--- config.mk ---
export PLATFORM = sky130hd
export DESIGN_NAME = phased_pulse_timer
export DESIGN_NICKNAME = d
export VERILOG_FILES = /design/src/ppt_pkg.sv /design/src/ppt_cfg_regs.sv /design/src/ppt_in_stage.sv /design/src/ppt_core.sv /design/src/ppt_out_stage.sv /design/src/phased_pulse_timer.sv
export SDC_FILE = /design/constraint.sdc
export NUM_CORES = 2
export LEC_CHECK = 0
export BUFFER_PORTS_ARGS = -buffer_cell sky130_fd_sc_hd__buf_2
export CAP_MARGIN = 5
export CORE_MARGIN = 2
export CORE_UTILIZATION = 50
export CTS_BUF_LIST = sky130_fd_sc_hd__clkbuf_8
export DETAILED_ROUTE_END_ITERATION = 6
export PLACE_DENSITY = 0.66
export SLEW_MARGIN = 40
export SYNTH_ARGS = -nofsm -noshare
export SYNTH_HDL_FRONTEND = slang
export SYNTH_SLANG_ARGS = --single-unit
--- constraint.sdc ---
create_clock -name clk -period 35.7 [get_ports clk]
set_clock_uncertainty 0.2 [all_clocks]
set_input_delay 8.925 -clock clk [delete_from_list [all_inputs] [get_ports clk]]
set_output_delay 8.925 -clock clk [all_outputs]
set_load 0.01 [all_outputs]
--- src/ppt_pkg.sv ---
package ppt_pkg;

    // scaled tick amount: round(delta * time_scale / 256) always fits in 24 bits
    localparam int DELTA_W = 16;
    localparam int SCALE_W = 16;
    localparam int COUNT_W = 16;
    localparam int AMT_W   = 24;
    localparam int TIME_BITS_DEFAULT = 24;

    // command codes
    typedef enum logic [2:0] {
        OP_TICK    = 3'd0,
        OP_START   = 3'd1,
        OP_PAUSE   = 3'd2,
        OP_RESUME  = 3'd3,
        OP_RESTART = 3'd4,
        OP_CANCEL  = 3'd5
    } opcode_t;

    // configuration register indexes
    typedef enum logic [2:0] {
        REG_INITIAL_DELAY  = 3'd0,
        REG_PULSE_INTERVAL = 3'd1,
        REG_PULSE_COUNT    = 3'd2,
        REG_FINISH_DELAY   = 3'd3,
        REG_PULSE_ENABLE   = 3'd4,
        REG_FINISH_ENABLE  = 3'd5,
        REG_PROCESS_MODE   = 3'd6,
        REG_TIME_SCALE     = 3'd7
    } reg_index_t;

    // tick gating modes
    typedef enum logic [1:0] {
        PM_ALWAYS      = 2'd0,
        PM_PAUSABLE    = 2'd1,
        PM_WHEN_PAUSED = 2'd2,
        PM_DISABLED    = 2'd3
    } proc_mode_t;

    // timer phase
    typedef enum logic [3:0] {
        PH_IDLE   = 4'b0001,
        PH_DELAY  = 4'b0010,
        PH_PULSE  = 4'b0100,
        PH_FINISH = 4'b1000
    } phase_t;

    // reset values of the narrow registers
    localparam logic [SCALE_W-1:0] TIME_SCALE_RESET = 16'd256;

    // control-side configuration shared by the input stage and the core
    typedef struct packed {
        logic [COUNT_W-1:0] pulse_total;
        logic               pulse_enable;
        logic               finish_enable;
        proc_mode_t         tick_mode;
        logic [SCALE_W-1:0] time_scale;
    } ctl_cfg_t;

    // one registered command
    typedef struct packed {
        logic [2:0]       opcode;
        logic [AMT_W-1:0] amount;
        logic             paused;
    } item_t;

    // one result
    typedef struct packed {
        logic               pulse_fired;
        logic [COUNT_W-1:0] pulse_number;
        logic               finish_fired;
        logic               done_res;
        logic               running;
        logic               warning;
    } result_t;

endpackage

--- src/ppt_cfg_regs.sv ---
module ppt_cfg_regs
    import ppt_pkg::*;
#(
    parameter int TIME_BITS = TIME_BITS_DEFAULT,
    parameter int CFG_W = (TIME_BITS > COUNT_W) ? TIME_BITS : COUNT_W
)
(
    input  logic                 clk,
    input  logic                 rst_n,
    input  logic                 cfg_valid,
    output logic                 cfg_ready,
    input  logic [2:0]           cfg_index,
    input  logic [CFG_W-1:0]     cfg_data,
    output logic [TIME_BITS-1:0] initial_delay,
    output logic [TIME_BITS-1:0] pulse_period,
    output logic [TIME_BITS-1:0] finish_wait,
    output ctl_cfg_t             ctl
);

    logic [TIME_BITS-1:0] initial_delay_reg;
    logic [TIME_BITS-1:0] pulse_period_reg;
    logic [TIME_BITS-1:0] finish_wait_reg;
    ctl_cfg_t             ctl_reg;

    // writes are always taken
    assign cfg_ready = 1'b1;

    // register file
    always_ff @(posedge clk or negedge rst_n)
    begin
        if (!rst_n)
        begin
            initial_delay_reg     <= '0;
            pulse_period_reg      <= TIME_BITS'(1);
            finish_wait_reg       <= '0;
            ctl_reg.pulse_total   <= '0;
            ctl_reg.pulse_enable  <= 1'b0;
            ctl_reg.finish_enable <= 1'b0;
            ctl_reg.tick_mode     <= PM_PAUSABLE;
            ctl_reg.time_scale    <= TIME_SCALE_RESET;
        end
        else if (cfg_valid && cfg_ready)
        begin
            unique case (cfg_index)
                REG_INITIAL_DELAY:  initial_delay_reg     <= cfg_data[TIME_BITS-1:0];
                REG_PULSE_INTERVAL: pulse_period_reg      <= cfg_data[TIME_BITS-1:0];
                REG_PULSE_COUNT:    ctl_reg.pulse_total   <= cfg_data[COUNT_W-1:0];
                REG_FINISH_DELAY:   finish_wait_reg       <= cfg_data[TIME_BITS-1:0];
                REG_PULSE_ENABLE:   ctl_reg.pulse_enable  <= cfg_data[0];
                REG_FINISH_ENABLE:  ctl_reg.finish_enable <= cfg_data[0];
                REG_PROCESS_MODE:   ctl_reg.tick_mode     <= proc_mode_t'(cfg_data[1:0]);
                REG_TIME_SCALE:     ctl_reg.time_scale    <= cfg_data[SCALE_W-1:0];
                default:            ctl_reg               <= ctl_reg;
            endcase
        end
    end

    assign initial_delay = initial_delay_reg;
    assign pulse_period  = pulse_period_reg;
    assign finish_wait   = finish_wait_reg;
    assign ctl           = ctl_reg;

endmodule

--- src/ppt_in_stage.sv ---
module ppt_in_stage
    import ppt_pkg::*;
(
    input  logic               clk,
    input  logic               rst_n,
    input  logic               in_valid,
    output logic               in_stall,
    input  logic [2:0]         opcode,
    input  logic [DELTA_W-1:0] delta,
    input  logic               paused,
    input  logic [SCALE_W-1:0] time_scale,
    input  logic               advance,
    output logic               item_valid,
    output item_t              item
);

    logic                       valid_reg;
    logic                       valid_next;
    item_t                      item_reg;
    logic [DELTA_W+SCALE_W-1:0] product;
    logic [DELTA_W+SCALE_W-1:0] rounded;
    logic                       take;

    // hold the item while the core cannot move it on
    assign in_stall = valid_reg && !advance;
    assign take     = in_valid && !in_stall;

    // scale the tick amount, round half up; the sum stays below 2^32
    assign product = DELTA_W'(delta) * SCALE_W'(time_scale);
    assign rounded = product + (DELTA_W+SCALE_W)'(128);

    always_comb
    begin
        if (take)
            valid_next = 1'b1;
        else if (advance)
            valid_next = 1'b0;
        else
            valid_next = valid_reg;
    end

    always_ff @(posedge clk or negedge rst_n)
    begin
        if (!rst_n)
            valid_reg <= 1'b0;
        else
            valid_reg <= valid_next;
    end

    // payload register
    always_ff @(posedge clk)
    begin
        if (take)
        begin
            item_reg.opcode <= opcode;
            item_reg.amount <= rounded[AMT_W+7:8];
            item_reg.paused <= paused;
        end
    end

    assign item_valid = valid_reg;
    assign item       = item_reg;

endmodule

--- src/ppt_core.sv ---
module ppt_core
    import ppt_pkg::*;
#(
    parameter int TIME_BITS = TIME_BITS_DEFAULT
)
(
    input  logic                 clk,
    input  logic                 rst_n,
    input  logic                 item_valid,
    input  item_t                item,
    input  logic                 advance,
    input  logic [TIME_BITS-1:0] initial_delay,
    input  logic [TIME_BITS-1:0] pulse_period,
    input  logic [TIME_BITS-1:0] finish_wait,
    input  ctl_cfg_t             ctl,
    output logic                 res_valid,
    output result_t              res
);

    // countdown width and the wider working width for subtract and carry
    localparam int TLW = TIME_BITS + 9;
    localparam int DW  = ((TLW > AMT_W + 1) ? TLW : AMT_W + 1) + 1;
    localparam longint TL_MIN_L = -(longint'(1) << (TIME_BITS + 8));
    localparam logic signed [DW-1:0] TL_MIN = DW'(TL_MIN_L);

    phase_t                  phase_reg;
    phase_t                  phase_next;
    logic signed [TLW-1:0]   tl_reg;
    logic signed [TLW-1:0]   tl_next;
    logic [COUNT_W-1:0]      pl_reg;
    logic [COUNT_W-1:0]      pl_next;
    logic                    started_reg;
    logic                    started_next;
    logic                    run_reg;
    logic                    run_next;

    logic                    fire;
    logic                    gate_ok;
    phase_t                  ph0;
    phase_t                  ph1;
    phase_t                  ph2;
    logic [TIME_BITS-1:0]    ld0;
    logic [TIME_BITS-1:0]    ld1;
    logic [TIME_BITS-1:0]    ld2;
    phase_t                  ph_w;
    logic signed [DW-1:0]    tl_w;
    logic signed [DW-1:0]    carry_w;
    logic                    go_w;
    result_t                 res_w;

    function automatic logic signed [DW-1:0] sat_low(input logic signed [DW-1:0] v);
        sat_low = (v < TL_MIN) ? TL_MIN : v;
    endfunction

    function automatic logic signed [DW-1:0] widen(input logic [TIME_BITS-1:0] v);
        widen = $signed({{(DW-TIME_BITS){1'b0}}, v});
    endfunction

    assign fire = item_valid && advance;

    // tick gating by the tick mode and the sampled pause flag
    always_comb
    begin
        unique case (ctl.tick_mode)
            PM_ALWAYS:      gate_ok = 1'b1;
            PM_PAUSABLE:    gate_ok = !item.paused;
            PM_WHEN_PAUSED: gate_ok = item.paused;
            PM_DISABLED:    gate_ok = 1'b0;
            default:        gate_ok = 1'b0;
        endcase
    end

    // next enabled phase and its load, from the top and after delay / pulse
    always_comb
    begin
        priority if (initial_delay != '0)
        begin
            ph0 = PH_DELAY;  ld0 = initial_delay;
        end
        else if (ctl.pulse_enable)
        begin
            ph0 = PH_PULSE;  ld0 = pulse_period;
        end
        else if (ctl.finish_enable)
        begin
            ph0 = PH_FINISH; ld0 = finish_wait;
        end
        else
        begin
            ph0 = PH_IDLE;   ld0 = '0;
        end

        priority if (ctl.pulse_enable)
        begin
            ph1 = PH_PULSE;  ld1 = pulse_period;
        end
        else if (ctl.finish_enable)
        begin
            ph1 = PH_FINISH; ld1 = finish_wait;
        end
        else
        begin
            ph1 = PH_IDLE;   ld1 = '0;
        end

        priority if (ctl.finish_enable)
        begin
            ph2 = PH_FINISH; ld2 = finish_wait;
        end
        else
        begin
            ph2 = PH_IDLE;   ld2 = '0;
        end
    end

    // command decode and the single-pass phase chain
    always_comb
    begin
        ph_w         = phase_reg;
        tl_w         = {{(DW-TLW){tl_reg[TLW-1]}}, tl_reg};
        carry_w      = $signed({{(DW-AMT_W){1'b0}}, item.amount});
        go_w         = 1'b1;
        pl_next      = pl_reg;
        started_next = started_reg;
        run_next     = run_reg;
        res_w        = '0;

        unique case (item.opcode)
            OP_TICK:
            begin
                if (run_reg && gate_ok)
                begin
                    // initial delay
                    if (ph_w == PH_DELAY)
                    begin
                        tl_w = sat_low(tl_w - carry_w);
                        if (tl_w > 0)
                            go_w = 1'b0;
                        else
                        begin
                            carry_w = -tl_w;
                            ph_w    = ph1;
                            tl_w    = widen(ld1);
                        end
                    end
                    // pulse phase, overshoot kept on reload
                    if (go_w && ph_w == PH_PULSE)
                    begin
                        tl_w = sat_low(tl_w - carry_w);
                        if (tl_w > 0)
                            go_w = 1'b0;
                        else
                        begin
                            if (pl_reg != '0)
                                pl_next = pl_reg - COUNT_W'(1);
                            res_w.pulse_fired  = 1'b1;
                            res_w.pulse_number = ctl.pulse_total - pl_next;
                            if (ctl.pulse_total != '0 && pl_next == '0)
                            begin
                                carry_w = -tl_w;
                                ph_w    = ph2;
                                tl_w    = widen(ld2);
                            end
                            else
                            begin
                                tl_w = tl_w + widen(pulse_period);
                                go_w = 1'b0;
                            end
                        end
                    end
                    // finish delay
                    if (go_w && ph_w == PH_FINISH)
                    begin
                        tl_w = sat_low(tl_w - carry_w);
                        if (tl_w > 0)
                            go_w = 1'b0;
                        else
                        begin
                            res_w.finish_fired = 1'b1;
                            ph_w               = PH_IDLE;
                        end
                    end
                    // nothing left: complete
                    if (go_w && ph_w == PH_IDLE)
                    begin
                        res_w.done_res = 1'b1;
                        ph_w           = PH_IDLE;
                        tl_w           = '0;
                        pl_next        = '0;
                        started_next   = 1'b0;
                        run_next       = 1'b0;
                    end
                end
            end
            OP_START, OP_RESTART:
            begin
                if (item.opcode == OP_START)
                    res_w.warning = started_reg || run_reg;
                else
                    res_w.warning = !started_reg;
                res_w.pulse_fired = ctl.pulse_enable;
                pl_next           = ctl.pulse_total;
                ph_w              = ph0;
                tl_w              = widen(ld0);
                started_next      = 1'b1;
                run_next          = 1'b1;
            end
            OP_PAUSE:
            begin
                res_w.warning = !started_reg || !run_reg;
                run_next      = 1'b0;
            end
            OP_RESUME:
            begin
                res_w.warning = !started_reg || run_reg;
                run_next      = 1'b1;
            end
            OP_CANCEL:
            begin
                res_w.warning = !started_reg;
                ph_w          = PH_IDLE;
                tl_w          = '0;
                pl_next       = '0;
                started_next  = 1'b0;
                run_next      = 1'b0;
            end
            default:
            begin
                res_w.warning = 1'b1;
            end
        endcase

        res_w.running = run_next;
        phase_next    = ph_w;
        tl_next       = tl_w[TLW-1:0];
    end

    // timer state
    always_ff @(posedge clk or negedge rst_n)
    begin
        if (!rst_n)
        begin
            phase_reg   <= PH_IDLE;
            tl_reg      <= '0;
            pl_reg      <= '0;
            started_reg <= 1'b0;
            run_reg     <= 1'b0;
        end
        else if (fire)
        begin
            phase_reg   <= phase_next;
            tl_reg      <= tl_next;
            pl_reg      <= pl_next;
            started_reg <= started_next;
            run_reg     <= run_next;
        end
    end

    assign res_valid = fire;
    assign res       = res_w;

    // a timer that was never started sits in idle
    assert property (@(posedge clk) disable iff (!rst_n)
        !started_reg |-> phase_reg == PH_IDLE)
        else $error("phase active without start");

    // idle phase never keeps a countdown
    assert property (@(posedge clk) disable iff (!rst_n)
        phase_reg == PH_IDLE |-> tl_reg == '0)
        else $error("countdown left over in idle");

    // completion clears run and start state
    assert property (@(posedge clk) disable iff (!rst_n)
        fire && res_w.done_res |=> !run_reg && !started_reg && phase_reg == PH_IDLE)
        else $error("completion did not clear state");

    // a tick while stopped produces no events
    assert property (@(posedge clk) disable iff (!rst_n)
        fire && item.opcode == OP_TICK && !run_reg |->
            !res_w.pulse_fired && !res_w.finish_fired && !res_w.done_res)
        else $error("event on a stopped timer");

endmodule

--- src/ppt_out_stage.sv ---
module ppt_out_stage
    import ppt_pkg::*;
(
    input  logic               clk,
    input  logic               rst_n,
    input  logic               res_valid,
    input  result_t            res,
    output logic               advance,
    output logic               out_valid,
    input  logic               out_stall,
    output logic               pulse_fired,
    output logic [COUNT_W-1:0] pulse_number,
    output logic               finish_fired,
    output logic               done_res,
    output logic               running,
    output logic               warning
);

    logic    valid_reg;
    logic    valid_next;
    result_t res_reg;

    // the core may move on when the result slot is free or being taken
    assign advance = !valid_reg || !out_stall;

    always_comb
    begin
        if (res_valid)
            valid_next = 1'b1;
        else if (!out_stall)
            valid_next = 1'b0;
        else
            valid_next = valid_reg;
    end

    always_ff @(posedge clk or negedge rst_n)
    begin
        if (!rst_n)
            valid_reg <= 1'b0;
        else
            valid_reg <= valid_next;
    end

    // result register
    always_ff @(posedge clk)
    begin
        if (res_valid)
            res_reg <= res;
    end

    assign out_valid    = valid_reg;
    assign pulse_fired  = res_reg.pulse_fired;
    assign pulse_number = res_reg.pulse_number;
    assign finish_fired = res_reg.finish_fired;
    assign done_res     = res_reg.done_res;
    assign running      = res_reg.running;
    assign warning      = res_reg.warning;

endmodule

--- src/phased_pulse_timer.sv ---
// Phased pulse timer: each transfer on the input channel is one command (tick,
// start, pause, resume, restart, cancel) and yields exactly one result transfer.
// A timer run walks an optional initial delay, periodic pulses (a set number of
// them, or without end when the count is zero) and an optional finish delay; a
// tick is gated by the tick mode register and the sampled pause flag and
// advances by round(delta * time_scale / 256). One command can be taken every
// clock cycle while in_stall is low; its result is presented on the output from
// the result register: the scaled amount is formed into the input register at
// the transfer, then the core updates the timer state and loads the result
// register. While a result waits under out_stall the core holds; one more
// command can still enter the input register, after which in_stall rises.
// Configuration writes are always ready and take effect for the next command;
// write them only while no command is in flight.
module phased_pulse_timer
    import ppt_pkg::*;
#(
    parameter int TIME_BITS = TIME_BITS_DEFAULT,
    parameter int CFG_W = (TIME_BITS > COUNT_W) ? TIME_BITS : COUNT_W
)
(
    input  logic               clk,
    input  logic               rst_n,
    input  logic               in_valid,
    output logic               in_stall,
    input  logic [2:0]         opcode,
    input  logic [DELTA_W-1:0] delta,
    input  logic               paused,
    output logic               out_valid,
    input  logic               out_stall,
    output logic               pulse_fired,
    output logic [COUNT_W-1:0] pulse_number,
    output logic               finish_fired,
    output logic               done_res,
    output logic               running,
    output logic               warning,
    input  logic               cfg_valid,
    output logic               cfg_ready,
    input  logic [2:0]         cfg_index,
    input  logic [CFG_W-1:0]   cfg_data
);

    logic [TIME_BITS-1:0] initial_delay;
    logic [TIME_BITS-1:0] pulse_period;
    logic [TIME_BITS-1:0] finish_wait;
    ctl_cfg_t             ctl;
    logic                 advance;
    logic                 item_valid;
    item_t                item;
    logic                 res_valid;
    result_t              res;

    // configuration registers
    ppt_cfg_regs #(
        .TIME_BITS (TIME_BITS),
        .CFG_W     (CFG_W)
    ) u_cfg (
        .clk           (clk),
        .rst_n         (rst_n),
        .cfg_valid     (cfg_valid),
        .cfg_ready     (cfg_ready),
        .cfg_index     (cfg_index),
        .cfg_data      (cfg_data),
        .initial_delay (initial_delay),
        .pulse_period  (pulse_period),
        .finish_wait   (finish_wait),
        .ctl           (ctl)
    );

    // input register with tick scaling
    ppt_in_stage u_in (
        .clk        (clk),
        .rst_n      (rst_n),
        .in_valid   (in_valid),
        .in_stall   (in_stall),
        .opcode     (opcode),
        .delta      (delta),
        .paused     (paused),
        .time_scale (ctl.time_scale),
        .advance    (advance),
        .item_valid (item_valid),
        .item       (item)
    );

    // timer state and phase logic
    ppt_core #(
        .TIME_BITS (TIME_BITS)
    ) u_core (
        .clk           (clk),
        .rst_n         (rst_n),
        .item_valid    (item_valid),
        .item          (item),
        .advance       (advance),
        .initial_delay (initial_delay),
        .pulse_period  (pulse_period),
        .finish_wait   (finish_wait),
        .ctl           (ctl),
        .res_valid     (res_valid),
        .res           (res)
    );

    // result register
    ppt_out_stage u_out (
        .clk          (clk),
        .rst_n        (rst_n),
        .res_valid    (res_valid),
        .res          (res),
        .advance      (advance),
        .out_valid    (out_valid),
        .out_stall    (out_stall),
        .pulse_fired  (pulse_fired),
        .pulse_number (pulse_number),
        .finish_fired (finish_fired),
        .done_res     (done_res),
        .running      (running),
        .warning      (warning)
    );

endmodule

==> metrics <==
status=finished clean; drt total wl=104 mm; Post-CTS Setup Bufs=0; die area=0.0613 sq mm; vias in the first global route=26500; clk root buf=clkbuf_8; Most Frequent Cell on Critical Path=buf_4; Cells after Synth=3672; Final Hold Fails=0; Post-Syn Nets=4166; Hold Buf Count CTS=0; initial antenna violation count=5; asr flop ratio synth=77.1%; sequential area share after synthesis=18.9%; Crit-path slowest cell=nand2_2; Worst Hold Class=register to register; routed wire length per instance=23.3 um; Bufs on Longest Clock Path=3; cell area after synthesis=0.0297 sq mm; Vias=27600; Worst EP required=35.95 ns; Final min period=20.64 ns; DR vias/cell=6.18; Final setup viols=0; DRC=0; Cell variety after synth=104; hpwl dp=81.5 mm; TritonCTS clock tree=built; Antenna Cells=0; Worst path max stage delay=0.73 ns; area delta synth->final=6.31%; GRT Total Usage=34.1%; Least-Margin Pin Slew=0.932 ns; Fmax=48.5 MHz; critical path class=register to register; Arrival @ worst endpoint=20.89 ns; Synth Flop Type=dfrtp_1; pin count of the biggest net entering global routing=69; placed insts=4390; I/O pin count=76; Antenna Nets Post-Route=0; RSZ-0062 raised after global routing=false; Die H=248 um; row cnt=89; max FFs per register=36; first-pass GRT wire length=158 mm; Nets=4153; Final Cycle Share=57.8%; Initial Utilization=50.5%; Port-buffer cells=74; clock latency on the worst-skew pair=0.65 ns; final cell count without fillers=4459; grt ovf=0; Std-Cell Core Area=0.0588 sq mm; H-tree depth=2; Final Max Tran Viols=0; Synth Area per Inst=8.08 sq um; cts bufs inserted=40; Gates resized, CTS repair=0; GP Congestion=1.04; die width=248 um; clock sink total=214; clock slew at reported path FFs=0.06 ns; share of cells above drive strength 1=9.58%; Fillers=5641; total iterations of the first detailed-routing run=6; flops & latches, synth=214; EDFF count, synth=49; startpoint types=register; DR iter-0 viols=2181; max-cap violations=0; crit end category=register; max_slew headroom=37.3%; CP max FO=36; Fin Setup TNS=0 ns; Syn. warnings=0
==> worst paths after layout <==
check	startpoint	endpoint	slack [ns]	cells past startpoint
min in group asynchronous	rst_n	u_core.tl_reg[25]	8.02	1
max in group asynchronous	rst_n	u_cfg.initial_delay[1]	25.69	3
worst min register to register	u_in.item_valid	u_out.out_valid	0.30	1
worst max-delay path	u_in.item[19]	u_core.tl_reg[4]	15.06	66
worst min-delay path	u_in.item_valid	u_out.out_valid	0.30	1
worst max register to register	u_in.item[19]	u_core.tl_reg[4]	15.06	66
==> cells in the mapped netlist (53+ instances only) <==
cell type | instances | area [sq um]
nor3_1 | 97 | 485
nor2_1 | 343 | 1290
nand3_1 | 74 | 370
dfrtp_1 | 161 | 4030
a21o_1 | 53 | 398
o21ai_0 | 178 | 891
a21oi_1 | 204 | 1020
and2_1 | 144 | 901
fa_1 | 199 | 3980
ha_1 | 243 | 3040
inv_1 | 353 | 1330
mux2_2 | 114 | 1280
xor2_1 | 57 | 499
nand2_1 | 416 | 1560
xnor2_1 | 115 | 1010
clkbuf_1 | 146 | 548
==> metrics by stage <==
stage          util [%]  area [sq um]  worst slack (ns)  hold slack [ns]
2_1_floorplan         -         29700             17.46            0.257
3_3_place_gp       52.2         30700             16.23            0.272
3_5_place_dp       52.2         30700             15.80            0.289
4_1_cts            53.6         31500             15.72            0.299
5_1_grt            53.6         31500             14.03            0.315
6_report           53.6         31500             15.06            0.297
==> cell type report <==
| cell class | instances | area (sq um) | share of cell area (%) |
|---|---|---|---|
| clock inverter | 22 | 154 | 0.488 |
| timing repair buffer | 116 | 703 | 2.23 |
| sequential | 214 | 5610 | 17.8 |
| tap | 773 | 967 | 3.07 |
| multi-input combinational | 2932 | 22100 | 70.2 |
| clock buffer | 47 | 647 | 2.05 |
| inverter | 355 | 1330 | 4.23 |
==> logic make-up after synthesis <==
kind of cell / share of synthesized area, %
AO/OA/AOI/OAI: 18.7
XOR/XNOR: 5.13
adder cells (fa/ha/maj): 23.7
buffers and inverters: 6.81
flip-flops: 18.9
multiplexers: 4.95
other: 0.0126
AND/OR/NAND/NOR: 21.8
==> critical path: cells and delay by family (launching register included) <==
kind	cells	cell delay, ns
fa+ha+maj	6	1.96
compound gates	26	7.60
buf+inv	9	2.46
simple gates	25	7.72
flops	1	0.37
==> metal layers <==
metal / up-vias / GRT usage, % / part of all wire [%]
met2: 1180 / 54.3 / 45
met5: - / 0 / 0.0087
li1: 12700 / - / -
met1: 13300 / 43.3 / 40
met3: 316 / 5.43 / 7.2
met4: 2 / 21.5 / 7.2
==> cell usage in the layout, fill, tap and decap left out, types with 115 or more instances in the layout <==
master,instances
o21ai_0,175
a21oi_1,202
nand2_1,413
xnor2_1,115
inv_1,362
ha_1,243
and2_1,144
fa_1,199
dfrtp_1,160
nor2_1,340
Power is left out: the tool's default activity adds up to more than one toggle a clock period on the data nets, which glitch-free logic cannot reach.
